$ cat config.mk
export PLATFORM = sky130hd
export DESIGN_NAME = char_lcd_controller_emulator_flat
export DESIGN_NICKNAME = d
export VERILOG_FILES = /design/src/sv/clce_pkg.sv /design/src/sv/clce_if.sv /design/src/sv/char_lcd_controller_emulator.sv /design/src/flat_wrapper.sv
export VERILOG_INCLUDE_DIRS = /design/src /design/src/sv
export SDC_FILE = /design/constraint.sdc
export NUM_CORES = 1
export LEC_CHECK = 0
export ABC_AREA = 1
export BUFFER_PORTS_ARGS = -buffer_cell sky130_fd_sc_hd__buf_2
export CAP_MARGIN = 5
export CORE_MARGIN = 3
export CORE_UTILIZATION = 68
export DETAILED_ROUTE_END_ITERATION = 7
export HOLD_SLACK_MARGIN = 0.1
export PLACE_DENSITY_LB_ADDON = 0.15
export REMOVE_ABC_BUFFERS = 1
export SYNTH_ARGS = -nofsm -noshare
export SYNTH_HDL_FRONTEND = slang
export SYNTH_SLANG_ARGS = --single-unit
$ cat constraint.sdc
create_clock -name i_clk -period 10.1 [get_ports i_clk]
set_input_delay 2.525 -clock i_clk [delete_from_list [all_inputs] [get_ports i_clk]]
set_output_delay 2.525 -clock i_clk [all_outputs]
set_load 0.02 [all_outputs]
$ cat src/sv/char_lcd_controller_emulator_assert.svh
// Assertion macros shared by the character display controller RTL.
// Each macro takes a label, a clock, an active-low reset, a condition and
// the property that must follow from it.
`ifndef CHAR_LCD_CONTROLLER_EMULATOR_ASSERT_SVH
`define CHAR_LCD_CONTROLLER_EMULATOR_ASSERT_SVH

// Same-cycle implication.
`define CLCE_ASSERT_IMPL(label, clk, rst_n, ante, cons) \
    label: assert property (@(posedge clk) disable iff (!(rst_n)) (ante) |-> (cons)) \
        else $error("char_lcd_controller_emulator: assertion failed");

// Next-cycle implication.
`define CLCE_ASSERT_NEXT(label, clk, rst_n, ante, cons) \
    label: assert property (@(posedge clk) disable iff (!(rst_n)) (ante) |=> (cons)) \
        else $error("char_lcd_controller_emulator: assertion failed");

`endif

$ cat src/sv/clce_pkg.sv
`timescale 1ns / 1ps

package clce_pkg;

    // Display geometry
    localparam int ROWS  = 4;
    localparam int COLS  = 20;
    localparam int CELLS = ROWS * COLS;
    localparam int IDX_W = $clog2(CELLS);

    localparam logic [1:0] ROW_MAX = 2'(ROWS - 1);
    localparam logic [4:0] COL_MAX = 5'(COLS - 1);

    // Item operations
    localparam logic [1:0] OP_WRITE  = 2'd0;
    localparam logic [1:0] OP_STATUS = 2'd1;
    localparam logic [1:0] OP_CELL   = 2'd2;

    // Control bytes of a pair
    localparam logic [7:0] CTL_CMD  = 8'h80;
    localparam logic [7:0] CTL_DATA = 8'h40;

    // Command codes
    localparam logic [7:0] CMD_CLEAR     = 8'h01;
    localparam logic [7:0] CMD_HOME      = 8'h02;
    localparam logic [7:0] CMD_CTRL_MASK = 8'hF8;
    localparam logic [7:0] CMD_CTRL_VAL  = 8'h08;

    // Character range
    localparam logic [7:0] CHAR_MIN   = 8'h20;
    localparam logic [7:0] CHAR_MAX   = 8'h7E;
    localparam logic [6:0] CHAR_SPACE = 7'h20;

    typedef struct packed {
        logic [6:0] read_data;
        logic [1:0] row_now;
        logic [4:0] col_now;
        logic       display_enabled;
        logic       cursor_shown;
        logic       blink_enabled;
        logic       bad_control;
    } t_res;

endpackage

$ cat src/sv/clce_if.sv
`timescale 1ns / 1ps

interface clce_in_if;
    logic       valid;
    logic       ready;
    logic [1:0] op;
    logic [7:0] pair_ctl;
    logic [7:0] pair_arg;
    logic [1:0] cell_row;
    logic [4:0] cell_col;

    modport source (
        output valid, op, pair_ctl, pair_arg, cell_row, cell_col,
        input  ready
    );
    modport sink (
        input  valid, op, pair_ctl, pair_arg, cell_row, cell_col,
        output ready
    );
endinterface

interface clce_out_if;
    logic       valid;
    logic       ready;
    logic [6:0] read_data;
    logic [1:0] row_now;
    logic [4:0] col_now;
    logic       display_enabled;
    logic       cursor_shown;
    logic       blink_enabled;
    logic       bad_control;

    modport source (
        output valid, read_data, row_now, col_now, display_enabled,
               cursor_shown, blink_enabled, bad_control,
        input  ready
    );
    modport sink (
        input  valid, read_data, row_now, col_now, display_enabled,
               cursor_shown, blink_enabled, bad_control,
        output ready
    );
endinterface

$ cat src/sv/char_lcd_controller_emulator.sv
// Character display controller, 20 columns by 4 rows. Each input transfer is
// a control/data byte pair write (control 0x80 runs a command: clear, home,
// set address, display/cursor/blink control; control 0x40 stores a character
// at the cursor and advances it, wrapping across rows; any other control byte
// is flagged in bad_control and changes nothing), a status read that returns
// the display address, or a cell read that returns the stored character.
// Every input transfer produces exactly one output transfer carrying the
// read data, the cursor after the item and the three display flags. One item
// is taken every clock cycle while the output side does not stall; its
// result is registered in stage A at the accepting edge and then moves to
// stage B before it is offered at the output: one register stage for the
// registered read port of the 80-entry character memory and one for the
// output register. All state updates land at the accepting edge, so the next
// item sees them at once. After reset every cell reads as a space: a valid
// bit per cell marks written entries, and the clear command drops all valid
// bits together at its accepting edge, so no clearing pass is needed.
`timescale 1ns / 1ps
`include "char_lcd_controller_emulator_assert.svh"

module char_lcd_controller_emulator import clce_pkg::*; (
    input logic        i_clk,
    input logic        i_rst_n,
    clce_in_if.sink    i_in,
    clce_out_if.source o_out
);

    // Architectural state
    logic [1:0]       r_row, n_row;
    logic [4:0]       r_col, n_col;
    logic [6:0]       r_addr, n_addr;
    logic             r_disp, n_disp;
    logic             r_curs, n_curs;
    logic             r_blnk, n_blnk;
    logic [CELLS-1:0] r_cell_vld, n_cell_vld;

    // Character memory
    logic [6:0]       r_mem [CELLS];
    logic [6:0]       r_mem_q;

    // Stage A: state updated, memory read in flight
    logic             r_a_valid;
    t_res             r_a_res;
    logic             r_a_cell;
    logic             r_a_cell_vld;

    // Stage B: output register
    logic             r_b_valid;
    t_res             r_b_res;

    logic             acc;
    logic             a_move;
    logic             wr_en;
    logic             bad;
    logic [6:0]       wr_ch;
    logic [6:0]       rd_status;
    logic [IDX_W-1:0] wr_idx;
    logic [IDX_W-1:0] rd_idx;
    t_res             a_merged;

    // Handshake: stage A drains into B whenever B is empty or being taken.
    assign a_move     = r_a_valid && (!r_b_valid || o_out.ready);
    assign i_in.ready = !r_a_valid || a_move;
    assign acc        = i_in.valid && i_in.ready;

    // Cell addressing: row-major, COLS entries per row.
    assign wr_idx = IDX_W'(r_row) * IDX_W'(COLS) + IDX_W'(r_col);
    assign rd_idx = IDX_W'(i_in.cell_row) * IDX_W'(COLS) + IDX_W'(i_in.cell_col);

    // Store printable ASCII as given, anything else as a space.
    assign wr_ch = (i_in.pair_arg >= CHAR_MIN && i_in.pair_arg <= CHAR_MAX)
                 ? i_in.pair_arg[6:0] : CHAR_SPACE;

    assign rd_status = (i_in.op == OP_STATUS) ? r_addr : 7'd0;

    // Next state for one item
    always_comb begin
        n_row      = r_row;
        n_col      = r_col;
        n_addr     = r_addr;
        n_disp     = r_disp;
        n_curs     = r_curs;
        n_blnk     = r_blnk;
        n_cell_vld = r_cell_vld;
        wr_en      = 1'b0;
        bad        = 1'b0;
        case (i_in.op)
            OP_WRITE: begin
                if (i_in.pair_ctl == CTL_CMD) begin
                    if (i_in.pair_arg == CMD_CLEAR) begin
                        n_cell_vld = '0;
                        n_row      = 2'd0;
                        n_col      = 5'd0;
                        n_addr     = 7'd0;
                    end else if (i_in.pair_arg == CMD_HOME) begin
                        n_row  = 2'd0;
                        n_col  = 5'd0;
                        n_addr = 7'd0;
                    end else if (i_in.pair_arg[7]) begin
                        // Keep the raw address; clamp the cursor into the grid.
                        n_addr = i_in.pair_arg[6:0];
                        n_row  = (i_in.pair_arg[6:5] > ROW_MAX) ? ROW_MAX
                                                                : i_in.pair_arg[6:5];
                        n_col  = (i_in.pair_arg[4:0] > COL_MAX) ? COL_MAX
                                                                : i_in.pair_arg[4:0];
                    end else if ((i_in.pair_arg & CMD_CTRL_MASK) == CMD_CTRL_VAL) begin
                        n_disp = i_in.pair_arg[2];
                        n_curs = i_in.pair_arg[1];
                        n_blnk = i_in.pair_arg[0];
                    end
                end else if (i_in.pair_ctl == CTL_DATA) begin
                    if (r_row <= ROW_MAX && r_col <= COL_MAX) begin
                        wr_en              = 1'b1;
                        n_cell_vld[wr_idx] = 1'b1;
                        // Advance the cursor, wrap at the end of a row and screen.
                        if (r_col == COL_MAX) begin
                            n_col = 5'd0;
                            n_row = (r_row == ROW_MAX) ? 2'd0 : r_row + 2'd1;
                        end else begin
                            n_col = r_col + 5'd1;
                        end
                        n_addr = {n_row, n_col};
                    end
                end else begin
                    bad = 1'b1;
                end
            end
            default: ;
        endcase
    end

    // State registers
    always_ff @(posedge i_clk) begin
        if (!i_rst_n) begin
            r_row      <= 2'd0;
            r_col      <= 5'd0;
            r_addr     <= 7'd0;
            r_disp     <= 1'b1;
            r_curs     <= 1'b0;
            r_blnk     <= 1'b0;
            r_cell_vld <= '0;
        end else if (acc) begin
            r_row      <= n_row;
            r_col      <= n_col;
            r_addr     <= n_addr;
            r_disp     <= n_disp;
            r_curs     <= n_curs;
            r_blnk     <= n_blnk;
            r_cell_vld <= n_cell_vld;
        end
    end

    // Memory: one write port, one registered read port.
    always_ff @(posedge i_clk) begin
        if (acc && wr_en) begin
            r_mem[wr_idx] <= wr_ch;
        end
        if (acc) begin
            r_mem_q <= r_mem[rd_idx];
        end
    end

    // Stage A
    always_ff @(posedge i_clk) begin
        if (!i_rst_n) begin
            r_a_valid <= 1'b0;
        end else if (acc) begin
            r_a_valid <= 1'b1;
        end else if (a_move) begin
            r_a_valid <= 1'b0;
        end
    end

    always_ff @(posedge i_clk) begin
        if (acc) begin
            r_a_res      <= '{read_data:       rd_status,
                              row_now:         n_row,
                              col_now:         n_col,
                              display_enabled: n_disp,
                              cursor_shown:    n_curs,
                              blink_enabled:   n_blnk,
                              bad_control:     bad};
            r_a_cell     <= (i_in.op == OP_CELL) && (i_in.cell_row <= ROW_MAX)
                            && (i_in.cell_col <= COL_MAX);
            r_a_cell_vld <= r_cell_vld[rd_idx];
        end
    end

    // Merge the memory word; an unwritten cell reads as a space.
    always_comb begin
        a_merged = r_a_res;
        if (r_a_cell) begin
            a_merged.read_data = r_a_cell_vld ? r_mem_q : CHAR_SPACE;
        end
    end

    // Stage B: output register
    always_ff @(posedge i_clk) begin
        if (!i_rst_n) begin
            r_b_valid <= 1'b0;
        end else if (a_move) begin
            r_b_valid <= 1'b1;
        end else if (o_out.ready) begin
            r_b_valid <= 1'b0;
        end
    end

    always_ff @(posedge i_clk) begin
        if (a_move) begin
            r_b_res <= a_merged;
        end
    end

    assign o_out.valid           = r_b_valid;
    assign o_out.read_data       = r_b_res.read_data;
    assign o_out.row_now         = r_b_res.row_now;
    assign o_out.col_now         = r_b_res.col_now;
    assign o_out.display_enabled = r_b_res.display_enabled;
    assign o_out.cursor_shown    = r_b_res.cursor_shown;
    assign o_out.blink_enabled   = r_b_res.blink_enabled;
    assign o_out.bad_control     = r_b_res.bad_control;

    // Cursor column never leaves the grid.
    `CLCE_ASSERT_IMPL(a_col_in_range, i_clk, i_rst_n, 1'b1, r_col <= COL_MAX)
    // Both stages full and output stalled: input must be held off.
    `CLCE_ASSERT_IMPL(a_full_stall, i_clk, i_rst_n,
        r_a_valid && r_b_valid && !o_out.ready, !i_in.ready)
    // A clear command drops every cell back to a space.
    `CLCE_ASSERT_NEXT(a_clear_all, i_clk, i_rst_n,
        acc && i_in.op == OP_WRITE && i_in.pair_ctl == CTL_CMD
            && i_in.pair_arg == CMD_CLEAR,
        r_cell_vld == '0 && r_row == 2'd0 && r_col == 5'd0)
    // An unknown control byte leaves the cursor and address alone.
    `CLCE_ASSERT_NEXT(a_bad_ctl_hold, i_clk, i_rst_n,
        acc && i_in.op == OP_WRITE && i_in.pair_ctl != CTL_CMD
            && i_in.pair_ctl != CTL_DATA,
        $stable(r_row) && $stable(r_col) && $stable(r_addr))

endmodule

$ cat src/flat_wrapper.sv
// flat-port wrapper written by rule: the top's interface ports become plain ports
module char_lcd_controller_emulator_flat import clce_pkg::*;
  (i_clk, i_rst_n, i_in_valid, i_in_op, i_in_pair_ctl, i_in_pair_arg, i_in_cell_row, i_in_cell_col, i_in_ready, o_out_valid, o_out_read_data, o_out_row_now, o_out_col_now, o_out_display_enabled, o_out_cursor_shown, o_out_blink_enabled, o_out_bad_control, o_out_ready);
  clce_in_if i_in_i ();
  clce_out_if o_out_i ();
  input logic i_clk;
  input logic i_rst_n;
  input wire logic [$bits(i_in_i.valid)-1:0] i_in_valid;
  input wire logic [$bits(i_in_i.op)-1:0] i_in_op;
  input wire logic [$bits(i_in_i.pair_ctl)-1:0] i_in_pair_ctl;
  input wire logic [$bits(i_in_i.pair_arg)-1:0] i_in_pair_arg;
  input wire logic [$bits(i_in_i.cell_row)-1:0] i_in_cell_row;
  input wire logic [$bits(i_in_i.cell_col)-1:0] i_in_cell_col;
  output wire logic [$bits(i_in_i.ready)-1:0] i_in_ready;
  output wire logic [$bits(o_out_i.valid)-1:0] o_out_valid;
  output wire logic [$bits(o_out_i.read_data)-1:0] o_out_read_data;
  output wire logic [$bits(o_out_i.row_now)-1:0] o_out_row_now;
  output wire logic [$bits(o_out_i.col_now)-1:0] o_out_col_now;
  output wire logic [$bits(o_out_i.display_enabled)-1:0] o_out_display_enabled;
  output wire logic [$bits(o_out_i.cursor_shown)-1:0] o_out_cursor_shown;
  output wire logic [$bits(o_out_i.blink_enabled)-1:0] o_out_blink_enabled;
  output wire logic [$bits(o_out_i.bad_control)-1:0] o_out_bad_control;
  input wire logic [$bits(o_out_i.ready)-1:0] o_out_ready;
  assign i_in_i.valid = i_in_valid;
  assign i_in_i.op = i_in_op;
  assign i_in_i.pair_ctl = i_in_pair_ctl;
  assign i_in_i.pair_arg = i_in_pair_arg;
  assign i_in_i.cell_row = i_in_cell_row;
  assign i_in_i.cell_col = i_in_cell_col;
  assign i_in_ready = i_in_i.ready;
  assign o_out_valid = o_out_i.valid;
  assign o_out_read_data = o_out_i.read_data;
  assign o_out_row_now = o_out_i.row_now;
  assign o_out_col_now = o_out_i.col_now;
  assign o_out_display_enabled = o_out_i.display_enabled;
  assign o_out_cursor_shown = o_out_i.cursor_shown;
  assign o_out_blink_enabled = o_out_i.blink_enabled;
  assign o_out_bad_control = o_out_i.bad_control;
  assign o_out_i.ready = o_out_ready;
  char_lcd_controller_emulator u_core (.i_clk(i_clk), .i_rst_n(i_rst_n), .i_in(i_in_i), .o_out(o_out_i));
endmodule
Word-level counts from Yosys, hierarchy flattened
Memory sizes are Yosys's and may differ from the RTL's. A register that Yosys moved wholly into a read port is not among the register bits.
Index checks and enable logic that the tools add are counted.
{"block": "op_classes", "n_addsub": 4, "n_mul": 2, "n_div": 0, "magnitude_cmp": 11, "n_eq_ne": 11, "shift": 0, "muxes": 65, "n_bitwise": 2, "n_reduce_logical": 20}
{"cell": "$mux W80", "n": 4}
{"cell": "$or A80 B80 Y80", "n": 1}
{"cell": "$mux W7", "n": 9}
{"cell": "$mux W5", "n": 9}
{"cell": "$mux W1", "n": 31}
{"cell": "$mux W2", "n": 10}
{"cell": "$lt A7 B8 Y1 const B", "n": 2}
{"cell": "$add A7 B5 Y7", "n": 2}
{"cell": "$le A5 B5 Y1 const B", "n": 2}
{"cell": "$mul A2 B3 Y5 const B", "n": 2}
{"cell": "$reduce_and A5 Y1", "n": 2}
{"cell": "$eq A8 B1 Y1 const B", "n": 1}
{"cell": "$eq A8 B2 Y1 const B", "n": 1}
{"cell": "$eq A8 B7 Y1 const B", "n": 1}
{"cell": "$eq A8 B8 Y1 const B", "n": 1}
{"cell": "$ge A8 B6 Y1 const B", "n": 1}
{"cell": "$le A8 B7 Y1 const B", "n": 1}
{"cell": "$logic_and A1 B1 Y1", "n": 8}
{"cell": "$reduce_bool A2 Y1", "n": 4}
{"cell": "$bmux W1 S7", "n": 1}
{"cell": "$demux W1 S7", "n": 1}
{"cell": "$ge A7 B1 Y1 const B", "n": 1}
{"cell": "$add A5 B1 Y5 const B", "n": 1}
{"cell": "$eq A5 B1 Y1 const B", "n": 1}
{"cell": "other kinds (14)", "n": 18}
{"block": "totals", "ff_bits": 137, "latch_bits": 0, "mem_bits_rw": 560, "rom_bits": 0, "out_inout_bits": 20, "mem_count": 1}
{"memory": "u_core.r_mem", "depth": 80, "word_bits": 7, "read_ports": 1, "rd_clocked_by_memory_dff": 1, "write_ports": 1, "line": "char_lcd_controller_emulator.sv:37", "text": "logic [6:0] r_mem [CELLS];"}

Depth between registers and ports, before layout
Gate-level depths: netlist (run 1).
{"block": "logic_depth", "ltp_word": 10, "ltp_mapped": 14}

Worst setup path before layout (run 1)
OpenSTA, ideal clock, no wires.
{"block": "synth_timing", "path_type": "in2reg", "from": "in i_in_pair_arg[7]", "to": "mem u_core.r_mem[0][0], data pin", "setup_time_ps": 573, "arrival_ps": 4985, "t_required_ps": 9527, "path_slack_ps": 4542, "stages": 6, "path_buffers": 1, "cell_sequence": "buf_2 -> inv_1 -> o41ai_1 -> nor2_1 -> inv_1 -> nor2_1"}
{"block": "synth_between", "elab_chain_cells": 3}
{"item": "start: declaration", "line": "flat_wrapper.sv:11", "text": "input wire logic [$bits(i_in_i.pair_arg)-1:0] i_in_pair_arg;"}
{"item": "$ge A8 B6 Y1 or $le A8 B7 Y1 (tied branches)", "line": "char_lcd_controller_emulator.sv:70", "text": "assign wr_ch = (i_in.pair_arg >= CHAR_MIN && i_in.pair_arg <= CHAR_MAX)"}
{"item": "$logic_and A1 B1 Y1 (*)", "line": "char_lcd_controller_emulator.sv:70"}
{"item": "$mux W7 (*)", "line": "char_lcd_controller_emulator.sv:71", "text": "? i_in.pair_arg[6:0] : CHAR_SPACE;"}
{"item": "named net u_core.wr_ch[0]", "line": "char_lcd_controller_emulator.sv:54", "text": "logic [6:0] wr_ch;"}
{"item": "end: declaration", "line": "char_lcd_controller_emulator.sv:37"}
Mark *: on every way through the listed nets, which the timed path passes. The rest lies on a longest branch.

Worst setup path in the final report (run 1)
{"block": "layout_timing", "from": "in o_out_ready", "to": "reg u_core.r_cell_vld[7]"}
{"block": "layout_between", "elab_chain_cells": 5}
{"item": "start: declaration", "line": "flat_wrapper.sv:23", "text": "input wire logic [$bits(o_out_i.ready)-1:0] o_out_ready;"}
{"item": "$logic_or A1 B1 Y1", "line": "char_lcd_controller_emulator.sv:61", "text": "assign a_move = r_a_valid && (!r_b_valid || o_out.ready);"}
{"item": "$logic_and A1 B1 Y1", "line": "char_lcd_controller_emulator.sv:61"}
{"item": "$logic_or A1 B1 Y1", "line": "char_lcd_controller_emulator.sv:62", "text": "assign i_in.ready = !r_a_valid || a_move;"}
{"item": "$logic_and A1 B1 Y1", "line": "char_lcd_controller_emulator.sv:63", "text": "assign acc = i_in.valid && i_in.ready;"}
{"item": "$reduce_and A5 Y1 (no source line)"}
{"item": "end signal: assignment", "line": "char_lcd_controller_emulator.sv:148", "text": "r_cell_vld <= n_cell_vld;"}
{"item": "end: declaration", "line": "char_lcd_controller_emulator.sv:34", "text": "logic [CELLS-1:0] r_cell_vld, n_cell_vld;"}
No other way between the ends.
A chain may end at the register's enable or synchronous reset.

==> results of run 1 <==
## routing by layer
layer	up-vias	track usage, %
li1	10243	-
met1	10684	45.71
met2	1387	53.08
met3	251	6.285
met4	4	15.03
met5	-	0
## worst max-delay path, delay by kind of cell
family	cells	cell delay (ns)
simple gates	7	2.48
buf+inv	3	0.91
## cells in the final DEF (no fill, tap or decap), types with 4 or more instances in the layout
cell type / synthesis / final
clkbuf_1: 78 / 14
o221ai_1: 16 / 16
a21oi_1: 104 / 103
inv_1: 288 / 287
buf_4: 10 / 29
nor2_1: 286 / 280
o22ai_1: 14 / 14
o211ai_1: 49 / 49
nor3_1: 71 / 71
nor2_4: 1 / 7
dfxtp_1: 99 / 99
nand2_2: 2 / 4
o21ai_0: 101 / 101
nand4_1: 9 / 9
nand2_1: 749 / 747
clkinv_1: 3 / 21
clkinv_2: 0 / 7
edfxtp_1: 605 / 605
clkbuf_16: 0 / 73
buf_2: 62 / 46
ha_1: 8 / 7
inv_2: 4 / 4
nand3_1: 431 / 431
## how the worst max path moves through the flow
stage | endpoint | slack (ns) | cells past startpoint
5_1_grt | u_core.r_cell_vld[2]$_SDFFE_PN0P_ | 4.27 | 10
3_5_place_dp | u_core.r_cell_vld[56]$_SDFFE_PN0P_ | 4.02 | 10
2_1_floorplan | u_core.r_a_cell_vld$_DFFE_PP_ | 3.31 | 10
3_3_place_gp | u_core.r_cell_vld[32]$_SDFFE_PN0P_ | 4.11 | 10
4_1_cts | i_in_ready | 4.56 | 4
6_report | u_core.r_cell_vld[7]$_SDFFE_PN0P_ | 4.56 | 10
## flip-flops by register name (all words and copies together), names as in the netlist, 2 cells and up
name / cells
u_core.r_a_res: 7
u_core.r_addr: 7
u_core.o_out.read_data: 7
u_core.r_row: 2
u_core.a_merged: 11
u_core.r_col: 5
u_core.o_out.col_now: 5
u_core.o_out.row_now: 2
u_core.r_cell_vld: 80
u_core.r_mem: 560
u_core.r_mem_q: 7
## kinds of logic (layout without fill, tap and decap cells)
logic type      Yosys count  after routing  share of synthesized area, %
compound gates          295            295                         5.557
xor+xnor                  2              2                       0.08180
fa+ha+maj                10             10                        0.4580
buf+inv                 479            489                         6.497
flops                   704            704                         65.85
simple gates           1561           1561                         21.56
## layout make-up
cell class	count	area share, %
multi-input cells	1868	25.81
flip-flops and latches	704	61.00
clock buffers	89	5.772
repair buffers	76	1.401
inverters	295	3.382
well taps	592	2.242
clock inverters	29	0.3939
## power by group through the flow
| stage | Clock [mW] | Combinational [mW] | Sequential, mW |
|---|---|---|---|
| 4_1_cts | 2.39 | 0.509 | 3.20 |
| 6_report | 2.38 | 0.520 | 3.20 |
| 3_5_place_dp | 0 | 0.505 | 3.26 |
| 5_1_grt | 2.51 | 0.560 | 3.20 |
| 3_3_place_gp | 0 | 0.495 | 3.26 |
| 2_1_floorplan | 0 | 0.279 | 3.25 |
==> impl_results.md, run 1 <==
* Status: completed
* Sequential cell area at 20150 sq um
* First-pass GRT wire length at 122.0 mm
* Clock power frac at 39.0%
* Most frequent cell after synthesis: nand2_1
* Dpl cell area at 31000 sq um
* Number of remaining DRC errors at 0
* Dpl ws at 4.016 ns
* Overall routing resource usage at 33.44%
* Initial Util at 69.05%
* Fmax achieved at 0.1805 GHz
* IO Pins at 49
* R2r endpoint: u_core.r_mem[28][3]$_DFFE_PP_
* Synth cell count leaders: nand2_1 (749), edfxtp_1 (605), nand3_1 (431)
* Number of global-route vias before repair at 21762
* Inst Count DP at 3535
* Worst VDD drop at 141.5 uV
* Cell accounting for the most synthesized area: edfxtp_1
* Data required, critical path at 10.54 ns
* Met2 WL at 37.20 mm
* Met1 WL at 29.84 mm
* Fraction of layout cells with a size suffix above 1 at 6.403%
* CTS max path bufs at 3
* GPL Wtd Cong at 0.9189
* Final setup vio count at 0
* Routed WL per cell at 21.53 um
* CP max FO at 81
* Period utilization at 54.86%
* Worst Setup SP: o_out_ready
* CP Capture Type: register
* H-tree levels at 3
* Reg2Reg Depth at 9
* Power per cell area at 184.4 nW/um^2
* CTS Hold Bufs at 0
* Filler cells at 2998
* Site Rows at 77
* Post-synth top flop: edfxtp_1
* LEAKAGE at 12.56 nW
* CP cell instances: buf_2, inv_1, nand3_1, nand2_1, inv_2, nand2_1, nor2_8, nand2_2, nand2_4, nor2_1
* Clk sinks at 704
* P&R area growth vs syn at 7.953%
* PortBufs at 48
* Min-delay worst type: reg2reg
* Post-synthesis cell count at 3051
* Fin. Hold Viols at 0
* Die H at 218.1 um
* Startpoint types: primary input
* Max stage delay cell, worst path: nor2_8
* Antenna Nets Post-Route at 0
* P_int at 4.626 mW
* Overall power at 6.092 mW
* Yosys warnings at 0
* NetSw at 1.467 mW
* Nets at 3054
* Worst Hold Slack at 0.4188 ns
* Synth top area share at 59.37%
* Seq/Total Area, Yosys at 65.85%
* Setup TNS at 0 ns
* Ys async rst share at 0%
* Hold endpoint: u_core.o_out.col_now[1]$_DFFE_PP_
* Reg2Reg Setup Slack at 5.95 ns
* Critical path class: in2reg
* Worst-Margin Slew at 1.227 ns
* Post-CTS setup buffer count at 0
* Max Used Layer: met5
* Area contributors post-synth: edfxtp_1 (59%), nand2_1 (9.2%), nand3_1 (7.0%)
* Fin. max-slew vios at 0
* CTS resizes at 0
* Comb power frac at 8.5%
* TritonRoute pass-1 iters at 8
* Final Cell Area at 33030 sq um
* Total length of routed wires at 78.66 mm
* Synthesized cell area at 30600 sq um
* Switching Fraction at 24.07%
* Footprint of the multi-input gates at 8527 sq um
* Max-slew headroom at 17.54%
* Hold path depth at 0
* RSZ-0062 raised after global routing: false
* Antenna Cells at 0
* Core area at 44320 sq um
* Arrival @ worst endpoint at 5.98 ns
* Critical R2R Launch: u_core.r_col[2]$_SDFFE_PN0P_
* Post-synth EDFFs at 605
* Critical Path Most Common Cell: nand2_1
* Detailed placement HPWL at 43.71 mm
* Syn_area_per_cell at 10.03 sq um
* DIE WIDTH at 218.1 um
* Distinct cell type count of the synthesized netlist at 39
* CTS Buf Count at 70
* Clk_lat worst skew at 0.60 ns
* PnR worst setup slack at 4.559 ns
* Post-synthesis register bit count at 704
* Vias/cell at 6.178
* Hold Crit Start: u_core.a_merged[5]$_DFFE_PP_
* Pin count of the biggest net entering global routing at 178
* Initial antenna violation count at 2
* Flop pwr share at 52.5%
* CP max stage delay at 0.89 ns
* Iter 0 DRT Violations at 3292
* Fin Clk Skew at 0.01896 ns
* Max Cap Viol at 0
* GRT overflow at 0
* Die area at 47580 sq um
* Worst-path clk slew at 0.06 ns
* Final min period at 5.541 ns
* Total number of vias at 22569
* Clock Tree Root: clkbuf_16
* DR WL met3 at 8.274 mm
* TritonCTS clock tree: built
* Finished Core Util at 74.54%
* Fin cells at 3653
(Power assumes the default switching activity.)
==> run 2, diff against run 1 <==
--- a/config.mk
+++ b/config.mk
@@ -10,7 +10,7 @@
 export BUFFER_PORTS_ARGS = -buffer_cell sky130_fd_sc_hd__buf_2
 export CAP_MARGIN = 5
 export CORE_MARGIN = 3
-export CORE_UTILIZATION = 68
+export CORE_UTILIZATION = 57
 export DETAILED_ROUTE_END_ITERATION = 7
 export HOLD_SLACK_MARGIN = 0.1
 export PLACE_DENSITY_LB_ADDON = 0.15
==> constraint.sdc (replaced) <==
create_clock -name i_clk -period 5 [get_ports i_clk]
set_input_delay 1.25 -clock i_clk [delete_from_list [all_inputs] [get_ports i_clk]]
set_output_delay 1.25 -clock i_clk [all_outputs]
set_load 0.02 [all_outputs]
==> impl_results.md, run 2 (synthesized netlist as in run 1, its figures left out) <==
* CTS Buf Count at 73 (was 70)
* Dpl ws at 0.9127 ns (was 4.016 ns)
* IO Pins at 49 (unchanged)
* Fmax achieved at 0.2663 GHz
* Pin count of the biggest net entering global routing at 158 (was 178)
* Detailed placement HPWL at 46.25 mm (was 43.71 mm)
* Top reg by flops: u_core.r_mem (unchanged)
* Max reg flops at 560 (unchanged)
* Fraction of layout cells with a size suffix above 1 at 8.938% (was 6.403%)
* Clock Tree Root: clkbuf_16 (unchanged)
* Site Rows at 84 (was 77)
* Worst Hold Slack at 0.4149 ns (was 0.4188 ns)
* TritonRoute pass-1 iters at 6 (was 8)
* LEAKAGE at 13.09 nW (was 12.56 nW)
* Total number of vias at 22159 (was 22569)
* Routed WL per cell at 20.80 um (was 21.53 um)
* Antenna Nets Post-Route at 0 (unchanged)
* Most common cell after layout, fill and taps aside: nand2_1 (unchanged)
* Max-slew headroom at 25.61% (was 17.54%)
* Number of remaining DRC errors at 0 (unchanged)
* Initial antenna violation count at 0 (was 2)
* Post-CTS setup buffer count at 0 (unchanged)
* Power per cell area at 375.2 nW/um^2 (was 184.4 nW/um^2)
* First-pass GRT wire length at 123.1 mm (was 122.0 mm)
* Die area at 56500 sq um (was 47580 sq um)
* Worst VDD drop at 399.0 uV (was 141.5 uV)
* Fin. Hold Viols at 0 (unchanged)
* Flop pwr share at 50.4% (was 52.5%)
* NetSw at 3.035 mW (was 1.467 mW)
* Leading cell types in the layout, fill and taps excluded: nand2_1 (747), edfxtp_1 (605), nand3_1 (431) (unchanged)
* Clk_lat worst skew at 0.61 ns (was 0.60 ns)
* Critical R2R Launch: u_core.r_col[2]$_SDFFE_PN0P_ (unchanged)
* Status: completed (unchanged)
* CP Capture Type: register (unchanged)
* Initial Util at 57.88% (was 69.05%)
* Worst Setup SP: u_core.r_col[2]$_SDFFE_PN0P_ (was o_out_ready)
* Critical path class: reg2reg (was in2reg)
* Data required, critical path at 5.23 ns (was 10.54 ns)
* Switching Fraction at 23.74% (was 24.07%)
* Overall power at 12.78 mW (was 6.092 mW)
* GPL Wtd Cong at 0.9489 (was 0.9189)
* Clk sinks at 704 (unchanged)
* Iter 0 DRT Violations at 2594 (was 3292)
* Number of global-route vias before repair at 21432 (was 21762)
* Worst-path clk slew at 0.07 ns (was 0.06 ns)
* PnR worst setup slack at 1.245 ns (was 4.559 ns)
* Core area at 52870 sq um (was 44320 sq um)
* Worst-Margin Slew at 1.116 ns (was 1.227 ns)
* Nets at 3126 (was 3054)
* Antenna Cells at 0 (unchanged)
* GRT overflow at 0 (unchanged)
* Period utilization at 75.10%
* Fin. max-slew vios at 0 (unchanged)
* RSZ-0062 raised after global routing: false (unchanged)
* Vias/cell at 5.783 (was 6.178)
* DIE WIDTH at 237.7 um (was 218.1 um)
* Arrival @ worst endpoint at 3.98 ns (was 5.98 ns)
* P&R area growth vs syn at 11.32% (was 7.953%)
* TritonCTS clock tree: built (unchanged)
* PortBufs at 48 (unchanged)
* Max Cap Viol at 0 (unchanged)
* Comb power frac at 8.4% (was 8.5%)
* CTS resizes at 0 (unchanged)
* Fin Clk Skew at 0.01295 ns (was 0.01896 ns)
* Overall routing resource usage at 28.24% (was 33.44%)
* Die H at 237.7 um (was 218.1 um)
* Clock power frac at 41.2% (was 39.0%)
* P_int at 9.747 mW (was 4.626 mW)
* Min-delay worst type: reg2reg (unchanged)
* Hold Crit Start: u_core.a_merged[4]$_DFFE_PP_ (was u_core.a_merged[5]$_DFFE_PP_)
* Setup TNS at 0 ns (unchanged)
* Total length of routed wires at 79.70 mm (was 78.66 mm)
* CP max FO at 13 (was 81)
* CTS max path bufs at 3 (unchanged)
* Final min period at 3.755 ns
* Finished Core Util at 64.43% (was 74.54%)
* CTS Hold Bufs at 0 (unchanged)
* H-tree levels at 3 (unchanged)
* Final setup vio count at 0 (unchanged)
* Startpoint types: register (was primary input)
## run 2: cell types whose count changed in the layout (fill, tap and decap cells not counted), sizes merged
cell,previous run,this run
clkinv,29,23
buf,76,145
clkinvlp,2,3
bufinv,0,4
clkbuf,89,100
inv,293,297
## run 2: worst paths after layout
kind / end / slack [ns] / cells past startpoint
setup / recovery: u_core.r_mem[57][5]$_DFFE_PP_ / 1.24 / 5
hold / removal: u_core.o_out.col_now[0]$_DFFE_PP_ / 0.41 / 0
setup reg to reg: u_core.r_mem[57][5]$_DFFE_PP_ / 1.24 / 5
hold reg to reg: u_core.o_out.col_now[0]$_DFFE_PP_ / 0.41 / 0
## run 2: worst max-delay path, cell delays in order (launching register included)
cell and delay [ns]:
dfxtp_1 0.58, ha_1 0.37, nor3_1 0.81, inv_1 0.39, buf_4 0.33, nor3_1 0.88
## run 2: cell type report
class | instances | area (sq um)
flip-flops and latches | 704 | 20150
fillers | 4195 | 18800
multi-input cells | 1868 | 8539
clock buffers | 100 | 2034
inverters | 295 | 1117
repair buffers | 145 | 1094
well taps | 688 | 860.8
clock inverters | 32 | 269.0
## run 2: layer usage
metal | GRT usage, % | vias to the layer above | share of wire, %
met1 | 40.32 | 10564 | 41
met5 | 0 | - | 0
li1 | - | 10386 | -
met4 | 9.864 | 0 | 3.6
met2 | 45.05 | 1031 | 47
met3 | 3.933 | 178 | 8.3
## run 2: power by group through the flow
stage / sequential (mW) / clock [mW] / combinational [mW]
finish: 6.44 / 5.27 / 1.07
global route: 6.44 / 5.58 / 1.16
CTS: 6.44 / 5.33 / 1.06
detailed placement: 6.56 / 0 / 1.06
global placement: 6.56 / 0 / 1.05
floorplan: 6.57 / 0 / 0.563
## run 2: stage by stage
stage	instance area [sq um]	cells
5_1_grt	34060	3832
3_5_place_dp	31760	3700
2_1_floorplan	29720	2867
4_1_cts	34060	3832
6_report	34060	3832
3_3_place_gp	31760	3700
